**config.mk**
```make
export PLATFORM = sky130hd
export DESIGN_NAME = altitude_band_dwell_selector
export DESIGN_NICKNAME = d
export VERILOG_FILES = /design/src/rtl/core/abds_pkg.sv /design/src/rtl/core/altitude_band_dwell_selector.sv
export SDC_FILE = /design/constraint.sdc
export NUM_CORES = 2
export LEC_CHECK = 0
export BUFFER_PORTS_ARGS = -buffer_cell sky130_fd_sc_hd__buf_2
export CORE_MARGIN = 8
export CORE_UTILIZATION = 60
export DETAILED_ROUTE_END_ITERATION = 8
export GPL_ROUTABILITY_DRIVEN = 0
export PLACE_DENSITY = 0.77
export SYNTH_ARGS = -nofsm -noshare
export SYNTH_HDL_FRONTEND = slang
export SYNTH_SLANG_ARGS = --single-unit
```
**constraint.sdc**
```tcl
create_clock -name clk_i -period 10 [get_ports clk_i]
set_clock_uncertainty 0.05 [all_clocks]
set_input_delay 1 -clock clk_i [delete_from_list [all_inputs] [get_ports clk_i]]
set_output_delay 1 -clock clk_i [all_outputs]
set_load 0.03 [all_outputs]
```
**src/rtl/core/abds_pkg.sv**
```systemverilog
package abds_pkg;

  // Sizes fixed by the field formats
  localparam int unsigned PosW     = 4;
  localparam int unsigned AltDmW   = 20;
  localparam int unsigned TimeW    = 32;
  localparam int unsigned EntryAltW = 15;
  localparam int unsigned LayerIdW = 8;
  localparam int unsigned CountW   = 5;
  localparam int unsigned HoldW    = 8;
  localparam int unsigned CfgIdxW  = 2;
  localparam int unsigned CfgDataW = 8;

  localparam int unsigned MaxLayersDefault = 16;
  localparam logic [HoldW-1:0] HoldReset = 8'd20;

  typedef enum logic [1:0] {
    FUNC_SAMPLE  = 2'd0,
    FUNC_STEP    = 2'd1,
    FUNC_SET_POS = 2'd2,
    FUNC_WRITE   = 2'd3
  } func_e;

  typedef enum logic [CfgIdxW-1:0] {
    CFG_AUTO_EN   = 2'd0,
    CFG_LAYER_CNT = 2'd1,
    CFG_HOLD      = 2'd2
  } cfg_idx_e;

  typedef struct packed {
    func_e                       func;
    logic signed [AltDmW-1:0]    gps_alt_dm;
    logic signed [AltDmW-1:0]    baro_alt_dm;
    logic [TimeW-1:0]            now_seconds;
    logic                        now_valid;
    logic [PosW-1:0]             position;
    logic [EntryAltW-1:0]        entry_altitude_m;
    logic [LayerIdW-1:0]         entry_layer_id;
  } in_t;

  typedef struct packed {
    logic [PosW-1:0]     new_position;
    logic [LayerIdW-1:0] switched_layer_id;
  } out_t;

endpackage

```
**src/rtl/core/altitude_band_dwell_selector.sv**
```systemverilog
// A result is loaded into the output register when its item leaves the input register
// (input register, then one pass of band lookup and state update).
// Throughput: one item per cycle; the output register and input register decouple
// the two sides, so only a held result stalls the input.
// Reset: control state, configuration and the output side clear at once; the layer
// table holds no reset and is undefined until its entries are written.
module altitude_band_dwell_selector #(
  parameter int unsigned MAX_LAYERS = abds_pkg::MaxLayersDefault
) (
  input  logic                              clk_i,
  input  logic                              rst_ni,
  input  logic                              cfg_we_i,
  input  logic [abds_pkg::CfgIdxW-1:0]      cfg_idx_i,
  input  logic [abds_pkg::CfgDataW-1:0]     cfg_wdata_i,
  input  logic                              in_valid_i,
  output logic                              in_stall_o,
  input  abds_pkg::in_t                     in_data_i,
  output logic                              out_valid_o,
  input  logic                              out_stall_i,
  output abds_pkg::out_t                    out_data_o
);

  localparam int unsigned BW = (MAX_LAYERS > 2) ? $clog2(MAX_LAYERS) : 1;
  localparam int unsigned NW = $clog2(MAX_LAYERS + 1);
  localparam int unsigned XW = (NW > abds_pkg::CountW) ? NW : abds_pkg::CountW;
  localparam int unsigned CW = (BW > abds_pkg::PosW) ? BW : abds_pkg::PosW;
  localparam int unsigned ThrW = abds_pkg::AltDmW + 1;
  localparam int unsigned SumW = abds_pkg::EntryAltW + 1;

  // Configuration
  logic                            auto_en_q;
  logic [abds_pkg::CountW-1:0]     layer_cnt_q;
  logic [abds_pkg::HoldW-1:0]      hold_q;

  // Input register
  logic           s1_vld_q, s1_vld_d;
  abds_pkg::in_t  s1_q;
  logic           s1_adv;
  logic           in_fire;

  // Layer table
  logic [abds_pkg::EntryAltW-1:0] alt_mem_q [MAX_LAYERS];
  logic [abds_pkg::LayerIdW-1:0]  id_mem_q  [MAX_LAYERS];
  logic                           tbl_we;
  logic [BW-1:0]                  tbl_idx;
  logic                           pos_in_tbl;

  // Band state
  logic [abds_pkg::PosW-1:0]  cur_q, cur_d;
  logic                       pend_q, pend_d;
  logic [BW-1:0]              pend_pos_q, pend_pos_d;
  logic [abds_pkg::TimeW-1:0] cross_t_q, cross_t_d;
  logic                       cross_vld_q, cross_vld_d;
  logic                       ovr_q, ovr_d;
  logic                       pin_vld_q, pin_vld_d;
  logic [BW-1:0]              pin_q, pin_d;
  logic                       last_vld_q, last_vld_d;
  logic [BW-1:0]              last_q, last_d;

  // Output register
  logic            out_vld_q;
  abds_pkg::out_t  out_q;
  logic            res_fire;

  // Lookup
  logic                       gps_neg;
  logic                       alt_ok;
  logic [abds_pkg::AltDmW-2:0] alt;
  logic [ThrW-1:0]            alt_x2;
  logic [MAX_LAYERS-2:0]      hit;
  logic [XW-1:0]              cnt_x;
  logic [XW-1:0]              n_eff;
  logic [BW-1:0]              target;
  logic [abds_pkg::TimeW-1:0] elapsed;
  logic                       do_sample;

  // Handshake: the input register moves on when the output slot is free or freeing
  assign s1_adv     = s1_vld_q && (!out_vld_q || !out_stall_i);
  assign in_stall_o = s1_vld_q && !s1_adv;
  assign in_fire    = in_valid_i && !in_stall_o;

  always_comb begin
    s1_vld_d = s1_vld_q;
    if (in_fire) begin
      s1_vld_d = 1'b1;
    end else if (s1_adv) begin
      s1_vld_d = 1'b0;
    end
  end

  always_ff @(posedge clk_i or negedge rst_ni) begin
    if (!rst_ni) begin
      s1_vld_q <= 1'b0;
    end else begin
      s1_vld_q <= s1_vld_d;
    end
  end

  always_ff @(posedge clk_i) begin
    if (in_fire) begin
      s1_q <= in_data_i;
    end
  end

  // Configuration writes
  always_ff @(posedge clk_i or negedge rst_ni) begin
    if (!rst_ni) begin
      auto_en_q   <= 1'b0;
      layer_cnt_q <= '0;
      hold_q      <= abds_pkg::HoldReset;
    end else if (cfg_we_i) begin
      unique case (cfg_idx_i)
        abds_pkg::CFG_AUTO_EN:   auto_en_q   <= cfg_wdata_i[0];
        abds_pkg::CFG_LAYER_CNT: layer_cnt_q <= cfg_wdata_i[abds_pkg::CountW-1:0];
        abds_pkg::CFG_HOLD:      hold_q      <= cfg_wdata_i[abds_pkg::HoldW-1:0];
        default: ;
      endcase
    end
  end

  // Altitude source: GPS when non-negative, else baro
  assign gps_neg = s1_q.gps_alt_dm[abds_pkg::AltDmW-1];
  assign alt     = gps_neg ? s1_q.baro_alt_dm[abds_pkg::AltDmW-2:0]
                           : s1_q.gps_alt_dm[abds_pkg::AltDmW-2:0];
  assign alt_ok  = !gps_neg || !s1_q.baro_alt_dm[abds_pkg::AltDmW-1];
  assign alt_x2  = {1'b0, alt, 1'b0};

  // Saturate the layer count to the table depth
  assign cnt_x = XW'(layer_cnt_q);
  assign n_eff = (cnt_x > XW'(MAX_LAYERS)) ? XW'(MAX_LAYERS) : cnt_x;

  // Midpoint thresholds: 2*alt >= 10*(alt[i]+alt[i+1])
  for (genvar i = 0; i < MAX_LAYERS - 1; i++) begin : g_thr
    logic [SumW-1:0] sum;
    logic [ThrW-1:0] thr;
    assign sum    = SumW'(alt_mem_q[i]) + SumW'(alt_mem_q[i+1]);
    assign thr    = ThrW'({sum, 3'b000}) + ThrW'({sum, 1'b0});
    assign hit[i] = (XW'(i + 1) < n_eff) && (alt_x2 >= thr);
  end

  always_comb begin
    target = '0;
    for (int i = 0; i < MAX_LAYERS - 1; i++) begin
      if (hit[i]) begin
        target = BW'(i + 1);
      end
    end
  end

  assign elapsed   = s1_q.now_seconds - cross_t_q;
  assign do_sample = (s1_q.func == abds_pkg::FUNC_SAMPLE) && auto_en_q && alt_ok &&
                     (n_eff >= XW'(2));

  assign pos_in_tbl = (32'(s1_q.position) < MAX_LAYERS);
  assign tbl_idx    = BW'(s1_q.position);
  assign tbl_we     = s1_adv && (s1_q.func == abds_pkg::FUNC_WRITE) && pos_in_tbl;

  always_comb begin
    cur_d       = cur_q;
    pend_d      = pend_q;
    pend_pos_d  = pend_pos_q;
    cross_t_d   = cross_t_q;
    cross_vld_d = cross_vld_q;
    ovr_d       = ovr_q;
    pin_vld_d   = pin_vld_q;
    pin_d       = pin_q;
    last_vld_d  = last_vld_q;
    last_d      = last_q;
    res_fire    = 1'b0;
    case (s1_q.func)
      abds_pkg::FUNC_SAMPLE: begin
        if (do_sample) begin
          last_vld_d = 1'b1;
          last_d     = target;
          if (ovr_q && !pin_vld_q) begin
            // bind a pin taken before any band was known
            pin_vld_d = 1'b1;
            pin_d     = target;
          end else if (ovr_q && (target == pin_q)) begin
            // hold the pinned band
          end else begin
            ovr_d = 1'b0;
            if (CW'(target) == CW'(cur_q)) begin
              pend_d = 1'b0;
            end else if (!pend_q || (pend_pos_q != target)) begin
              pend_d      = 1'b1;
              pend_pos_d  = target;
              cross_t_d   = s1_q.now_seconds;
              cross_vld_d = s1_q.now_valid;
            end else if (s1_q.now_valid && cross_vld_q &&
                         (elapsed[abds_pkg::TimeW-1] ||
                          (elapsed < abds_pkg::TimeW'(hold_q)))) begin
              // keep waiting for the dwell time
            end else begin
              pend_d   = 1'b0;
              cur_d    = abds_pkg::PosW'(target);
              res_fire = 1'b1;
            end
          end
        end
      end
      abds_pkg::FUNC_STEP: begin
        ovr_d     = 1'b1;
        pin_vld_d = last_vld_q;
        pin_d     = last_q;
        pend_d    = 1'b0;
      end
      abds_pkg::FUNC_SET_POS: begin
        cur_d  = s1_q.position;
        pend_d = 1'b0;
      end
      default: begin
        if (pos_in_tbl) begin
          pend_d     = 1'b0;
          ovr_d      = 1'b0;
          pin_vld_d  = 1'b0;
          last_vld_d = 1'b0;
        end
      end
    endcase
    if (!s1_adv) begin
      res_fire = 1'b0;
    end
  end

  always_ff @(posedge clk_i or negedge rst_ni) begin
    if (!rst_ni) begin
      cur_q       <= '0;
      pend_q      <= 1'b0;
      pend_pos_q  <= '0;
      cross_t_q   <= '0;
      cross_vld_q <= 1'b0;
      ovr_q       <= 1'b0;
      pin_vld_q   <= 1'b0;
      pin_q       <= '0;
      last_vld_q  <= 1'b0;
      last_q      <= '0;
    end else if (s1_adv) begin
      cur_q       <= cur_d;
      pend_q      <= pend_d;
      pend_pos_q  <= pend_pos_d;
      cross_t_q   <= cross_t_d;
      cross_vld_q <= cross_vld_d;
      ovr_q       <= ovr_d;
      pin_vld_q   <= pin_vld_d;
      pin_q       <= pin_d;
      last_vld_q  <= last_vld_d;
      last_q      <= last_d;
    end
  end

  always_ff @(posedge clk_i) begin
    if (tbl_we) begin
      alt_mem_q[tbl_idx] <= s1_q.entry_altitude_m;
      id_mem_q[tbl_idx]  <= s1_q.entry_layer_id;
    end
  end

  // Output register: reload when the input register moves, drop once transferred
  always_ff @(posedge clk_i or negedge rst_ni) begin
    if (!rst_ni) begin
      out_vld_q <= 1'b0;
    end else if (s1_adv) begin
      out_vld_q <= res_fire;
    end else if (!out_stall_i) begin
      out_vld_q <= 1'b0;
    end
  end

  always_ff @(posedge clk_i) begin
    if (res_fire) begin
      out_q.new_position      <= abds_pkg::PosW'(target);
      out_q.switched_layer_id <= id_mem_q[target];
    end
  end

  assign out_valid_o = out_vld_q;
  assign out_data_o  = out_q;

  a_res_from_sample: assert property (@(posedge clk_i) disable iff (!rst_ni)
    res_fire |-> (s1_q.func == abds_pkg::FUNC_SAMPLE) && auto_en_q && s1_vld_q)
    else $error("result raised by an item that is not an enabled sample");

  a_cur_follows_res: assert property (@(posedge clk_i) disable iff (!rst_ni)
    res_fire |=> (cur_q == out_data_o.new_position) && out_valid_o)
    else $error("current band does not match the committed result");

  a_pend_differs: assert property (@(posedge clk_i) disable iff (!rst_ni)
    pend_q |-> (CW'(pend_pos_q) != CW'(cur_q)))
    else $error("pending band equals the current band");

  a_s1_held: assert property (@(posedge clk_i) disable iff (!rst_ni)
    (s1_vld_q && !s1_adv) |=> s1_vld_q && $stable(s1_q))
    else $error("input register lost an item while stalled");

endmodule

```
# Yosys cells after proc, flatten, opt, wreduce, memory -nomap -nowiden
# Memory sizes are Yosys's and may differ from the RTL's. A register that Yosys moved wholly into a read port is not among the register bits.
# Cells that the tools add are included.
# totals
reg_bits	175
mem_bits_rw	368
mem_count	2
output_inout_bits	14
elab_cells	224
# mem_list
memory	words	width	rd	rd_ports_with_merged_regs	write_ports	line_no	text
alt_mem_q	16	15	16	0	1	altitude_band_dwell_selector.sv:42	logic [abds_pkg::EntryAltW-1:0] alt_mem_q [MAX_LAYERS];
id_mem_q	16	8	1	1	1	altitude_band_dwell_selector.sv:43	logic [abds_pkg::LayerIdW-1:0] id_mem_q [MAX_LAYERS];
# classes
bitwise_logic	5
n_reduce_logical	55
n_eq_ne	17
order_cmp	33
mux	57
add_sub_neg	31
# op_table
operator	n
19-bit by 17-bit adder with 20-bit output	15
20-bit greater-or-equal comparator	15
15-bit by 15-bit adder with 16-bit output	15
4-bit 2-to-1 mux	22
4-bit by 5-bit < comparator with 1-bit output, first input constant	8
32-bit by 8-bit < comparator with 1-bit output	1
32-bit subtractor	1
1-bit 2-to-1 mux	28
1-bit logical AND	26
3-bit by 5-bit < comparator with 1-bit output, first input constant	4
19-bit 2-to-1 mux	1
4-bit case mux with 2 select lines	2
2-bit != test, second input constant	6
2-bit by 5-bit < comparator with 1-bit output, first input constant	2
5-bit AND reduction	2
4-bit == test	2
1-bit logical NOT	8
4-bit AND reduction	2
8-bit AND reduction	1
7-bit AND reduction	1
2-bit == test, second input constant	3
1-bit case mux with 3 select lines	2
2-bit AND reduction	3
3-bit AND reduction	2
14 further kinds	26

# Longest topological paths before layout
# An unclocked memory read counts as a cell.
# logic_depth
word_depth	30
mapped_depth	41

# Worst setup path before layout
# Ideal clock, no wire load.
# synth_timing
kind	flip-flop to flip-flop
startpoint	memory alt_mem_q[12][0] in the netlist's numbering
endpoint	register, netlist name out_data_o[0]
slack_ns	2.617
arrival_time_ns	6.978
setup_ns	0.355
stages_incl_launch_ff	33
path_buffers	1
cell_sequence	edfxtp_1 -> ha_1 -> fa_1 -> a21o_1 -> a21oi_1 -> o21bai_1 -> a21oi_1 -> o21bai_1 -> a21oi_1 -> o21bai_1 -> a21oi_1 -> o21ai_0 -> a21o_1 -> a21oi_1 -> xnor2_1 -> ha_1 -> nor2b_1 -> o21a_1 -> o21ai_0 -> xor2_1 -> ha_1 -> a21o_1 -> a2111oi_0 -> nand3_1 -> o21a_1 -> or4_1 -> buf_2 -> nand4bb_4 -> o21ai_2 -> a22o_4 -> o2111ai_4 -> a311oi_4 -> and3_1
# synth_rtl
item	line_no
from (decl)	altitude_band_dwell_selector.sv:42

==> impl_metrics.sql <==
INSERT INTO impl_metrics (metric_group, metric, value, unit) VALUES
('grt', 'global_route_hottest_layer', 'met2', ''),
('min_path', 'holdCritPathClass', 'input port to async pin', ''),
('sta', 'hold_viol', '0', ''),
('power_and_ir_drop', 'power.net_switching', '2.26', 'mW'),
('logic_synthesis', 'synthXorXnorAreaFrac', '0.0850', ''),
('worst_setup_path', 'critical_path.max_stage_delay', '670', 'ps'),
('grt', 'met2_usage', '0.453', ''),
('die', 'die_area', '81700', 'um2'),
('sta', 'tightest_slew', '1260', 'ps'),
('logic_synthesis', 'syn_inst', '4086', ''),
('die', 'die_height', '286', 'um'),
('drt', 'drt-pass1-iter-count', '6', ''),
('worst_setup_path', 'setup.worst_path.class', 'flip-flop to flip-flop', ''),
('drt', 'dr_total_vias', '32100', ''),
('run_status', 'outcome', 'finished, final reports clean', ''),
('logic_synthesis', 'synth-edff-count', '482', ''),
('drt', 'drtIter0Drc', '2396', ''),
('clock_network', 'ctsHoldBuffers', '0', ''),
('logic_synthesis', 'synth.yosys.warnings', '0', ''),
('clock_network', 'clock_root_buffer', 'sky130_fd_sc_hd__clkbuf_16', ''),
('logic_synthesis', 'yosysSeqAreaShare', '0.371', ''),
('drt', 'wl_per_cell', '20.8', 'um'),
('sta', 'achievable-frequency', '0.107', 'GHz'),
('final_layout', 'multi_input_area', '26300', 'um2'),
('logic_synthesis', 'postSynthRegisterBits', '551', ''),
('drt', 'finalWirelength', '110000', 'um'),
('die', 'starting_utilization_of_the_core_area', '0.603', ''),
('logic_synthesis', 'yosys-mux-area-fraction', '0.0426', ''),
('final_layout', 'finish.net_count', '5176', ''),
('logic_synthesis', 'share_of_the_synthesized_area_in_compound_gates_ao_oa_aoi_oai', '0.167', ''),
('drt', 'avgViaCountPerCell', '6.08', ''),
('power_and_ir_drop', 'vdd_drop_max', '218', 'uV'),
('clock_network', 'cts-root-to-sink-buffers', '3', ''),
('logic_synthesis', 'dominantRegCellSynth', 'sky130_fd_sc_hd__edfxtp_1', ''),
('logic_synthesis', 'synth.net_count', '4993', ''),
('power_and_ir_drop', 'power_switching_share', '0.323', ''),
('clock_network', 'clkTransAtPathRegs', '60', 'ps'),
('logic_synthesis', 'synth_commonest_cells', 'sky130_fd_sc_hd__ha_1, sky130_fd_sc_hd__edfxtp_1, sky130_fd_sc_hd__a21oi_1', ''),
('grt', 'overflow', '0', ''),
('sta', 'finalSetupViolCount', '0', ''),
('final_layout', 'syn_to_final_growth', '9.07', '%'),
('logic_synthesis', 'yosys.cell_types.count', '88', ''),
('final_layout', 'post-route-util', '0.657', ''),
('sta', 'grt_setup_unrepaired', 'false', ''),
('logic_synthesis', 'synthAdderAreaFrac', '0.232', ''),
('clock_network', 'count_of_buffers_added_by_post_cts_timing_repair_for_setup', '0', ''),
('worst_setup_path', 'crit_path_start_kind', 'flip-flop', ''),
('die', 'die_w', '286', 'um'),
('worst_setup_path', 'critical-path-slowest-cell', 'sky130_fd_sc_hd__o21ai_0', ''),
('grt', 'grt_pass1_wl', '170000', 'um'),
('sta', 'max_slew_margin', '0.160', ''),
('sta', 'slew_violations', '0', ''),
('logic_synthesis', 'synth-simple-area-share', '0.0738', ''),
('power_and_ir_drop', 'p_seq_frac', '0.406', ''),
('clock_network', 'worst_skew_pair_later_pin_latency', '690', 'ps'),
('power_and_ir_drop', 'p_per_area', '147', 'nW/um2'),
('power_and_ir_drop', 'p_comb_frac', '0.274', ''),
('grt', 'grt_max_degree', '73', ''),
('logic_synthesis', 'yosysMostFrequentCell', 'sky130_fd_sc_hd__ha_1', ''),
('die', 'placeableCoreArea', '72500', 'um2'),
('logic_synthesis', 'async_set_reset_flop_share_out_of_synthesis', '0.125', ''),
('clock_network', 'tritoncts', 'done', ''),
('clock_network', 'cts_resized', '0', ''),
('clock_network', 'clock_tree.htree_level_count', '2', ''),
('final_layout', 'fill_cells', '5555', ''),
('logic_synthesis', 'synth_top_area_cell', 'sky130_fd_sc_hd__edfxtp_1', ''),
('worst_setup_path', 'cp_common_cell', 'sky130_fd_sc_hd__a21oi_1', ''),
('grt', 'grt_antenna_before_repair', '5', ''),
('power_and_ir_drop', 'clock_power_share', '0.320', ''),
('logic_synthesis', 'dominant_combinational_cell_family_by_area_after_synthesis', 'adder cells', ''),
('grt', 'globalRouteMet1Util', '0.325', '');
==> layout make-up <==
cell class              count  area share
well taps                 959      0.0252
diodes                      1   0.0000526
clock buffers              71      0.0326
multi-input cells        3220       0.553
repair buffers            160      0.0184
clock inverters            43     0.00914
inverters                 276      0.0218
flip-flops and latches    551       0.340
==> path summary, 6_finish.rpt <==
| kind | startpoint | end | slack (ps) | cells past startpoint |
|---|---|---|---|---|
| max | alt_mem_q[11][0]$_DFFE_PP_ | cross_t_q[10]$_DFFE_PN0P_ | 700 | 35 |
| min | rst_ni | pend_q$_DFFE_PN0P_ | 410 | 1 |
| max reg2reg | alt_mem_q[11][0]$_DFFE_PP_ | cross_t_q[10]$_DFFE_PN0P_ | 700 | 35 |
| min reg2reg | cross_t_q[22]$_DFFE_PN0P_ | cross_t_q[22]$_DFFE_PN0P_ | 440 | 1 |
| max in group asynchronous | rst_ni | cnt_x[3]$_DFFE_PN0P_ | 8910 | 1 |
| min in group clk_i | in_data_i[17] | s1_q[17]$_DFFE_PP_ | 430 | 1 |
==> metrics by stage <==
step	instances	power (mW)	setup slack, ps	instance area, um2	hold slack, ps
after floorplan	4086	4.22	2620	43700	403
after global placement	5166	4.70	1130	45600	418
after detailed placement	5166	4.75	1030	45600	430
after CTS	5280	6.98	960	47600	399
after global routing	5280	7.30	357	47600	413
final	5281	6.98	696	47600	407
==> routing by layer <==
metal / wire length [um] / part of all wire / vias up
met5: 12 / 0.00011 / -
met4: 5080 / 0.046 / 2
met3: 7350 / 0.067 / 281
met2: 52200 / 0.48 / 1052
met1: 45200 / 0.41 / 15200
li1: - / - / 15600
==> layout by cell type, fill, tap and decap left out, types with 8 or more instances in the layout <==
master                      count
sky130_fd_sc_hd__o21bai_1     153
sky130_fd_sc_hd__inv_1        275
sky130_fd_sc_hd__and3_1        11
sky130_fd_sc_hd__buf_2        129
sky130_fd_sc_hd__a21oi_1      468
sky130_fd_sc_hd__nand3_1       61
sky130_fd_sc_hd__clkinv_1      10
sky130_fd_sc_hd__edfxtp_1     482
sky130_fd_sc_hd__clkbuf_1      10
sky130_fd_sc_hd__mux2_1        29
sky130_fd_sc_hd__clkinv_2      14
sky130_fd_sc_hd__nand4_1       38
sky130_fd_sc_hd__nor2_1       151
sky130_fd_sc_hd__a211oi_1      31
sky130_fd_sc_hd__xnor2_1      309
sky130_fd_sc_hd__o21ai_0      203
sky130_fd_sc_hd__fa_1          31
sky130_fd_sc_hd__nor3_1        20
sky130_fd_sc_hd__nand2b_1      52
sky130_fd_sc_hd__a211o_1        8
sky130_fd_sc_hd__mux2i_1       97
sky130_fd_sc_hd__o21a_1        50
sky130_fd_sc_hd__o21ai_1        9
sky130_fd_sc_hd__nor4_1        11
sky130_fd_sc_hd__a31oi_1       15
sky130_fd_sc_hd__xor2_1       112
sky130_fd_sc_hd__nor2_2         9
sky130_fd_sc_hd__nand2_1      190
sky130_fd_sc_hd__clkbuf_16     60
sky130_fd_sc_hd__and2_1         8
sky130_fd_sc_hd__a21o_1       120
sky130_fd_sc_hd__buf_4         31
sky130_fd_sc_hd__ha_1         759
sky130_fd_sc_hd__dfrtp_1       67
sky130_fd_sc_hd__mux2_2        49
sky130_fd_sc_hd__o211ai_1      12
sky130_fd_sc_hd__nor2b_1       64
sky130_fd_sc_hd__a21boi_0      15
==> state kept, by name, indices dropped and copies added (netlist names), 4 cells and up <==
name	flops
tbl_idx	4
cross_t_q	32
s1_q	97
last_q	4
alt_mem_q	240
pend_pos_q	4
out_data_o	12
cur_q	4
pin_q	4
hold_q	8
id_mem_q	128
cnt_x	5
==> worst max-delay path, delay by kind of cell, from the launching register on <==
family | cells | cell delay, ps
XOR/XNOR | 3 | 670
adder cells (fa/ha/maj) | 4 | 1240
buffers and inverters | 2 | 640
AND/OR/NAND/NOR | 3 | 720
multiplexers | 1 | 510
AO/OA/AOI/OAI | 22 | 4940
flip-flops | 1 | 400
==> power groups by stage <==
stage	logic (mW)	clock network (mW)	registers (mW)
6_report	1.91	2.24	2.83
5_1_grt	2.11	2.34	2.84
4_1_cts	1.90	2.26	2.83
3_5_place_dp	1.88	0	2.87
3_3_place_gp	1.83	0	2.87
2_1_floorplan	1.42	0	2.79
==> cells by family after synthesis <==
| logic type | after synthesis |
|---|---|
| flip-flops | 551 |
| multiplexers | 176 |
| AO/OA/AOI/OAI | 1172 |
| adder cells (fa/ha/maj) | 791 |
| XOR/XNOR | 422 |
| AND/OR/NAND/NOR | 659 |
| buffers and inverters | 315 |
Power figures use the tool's default switching activity.
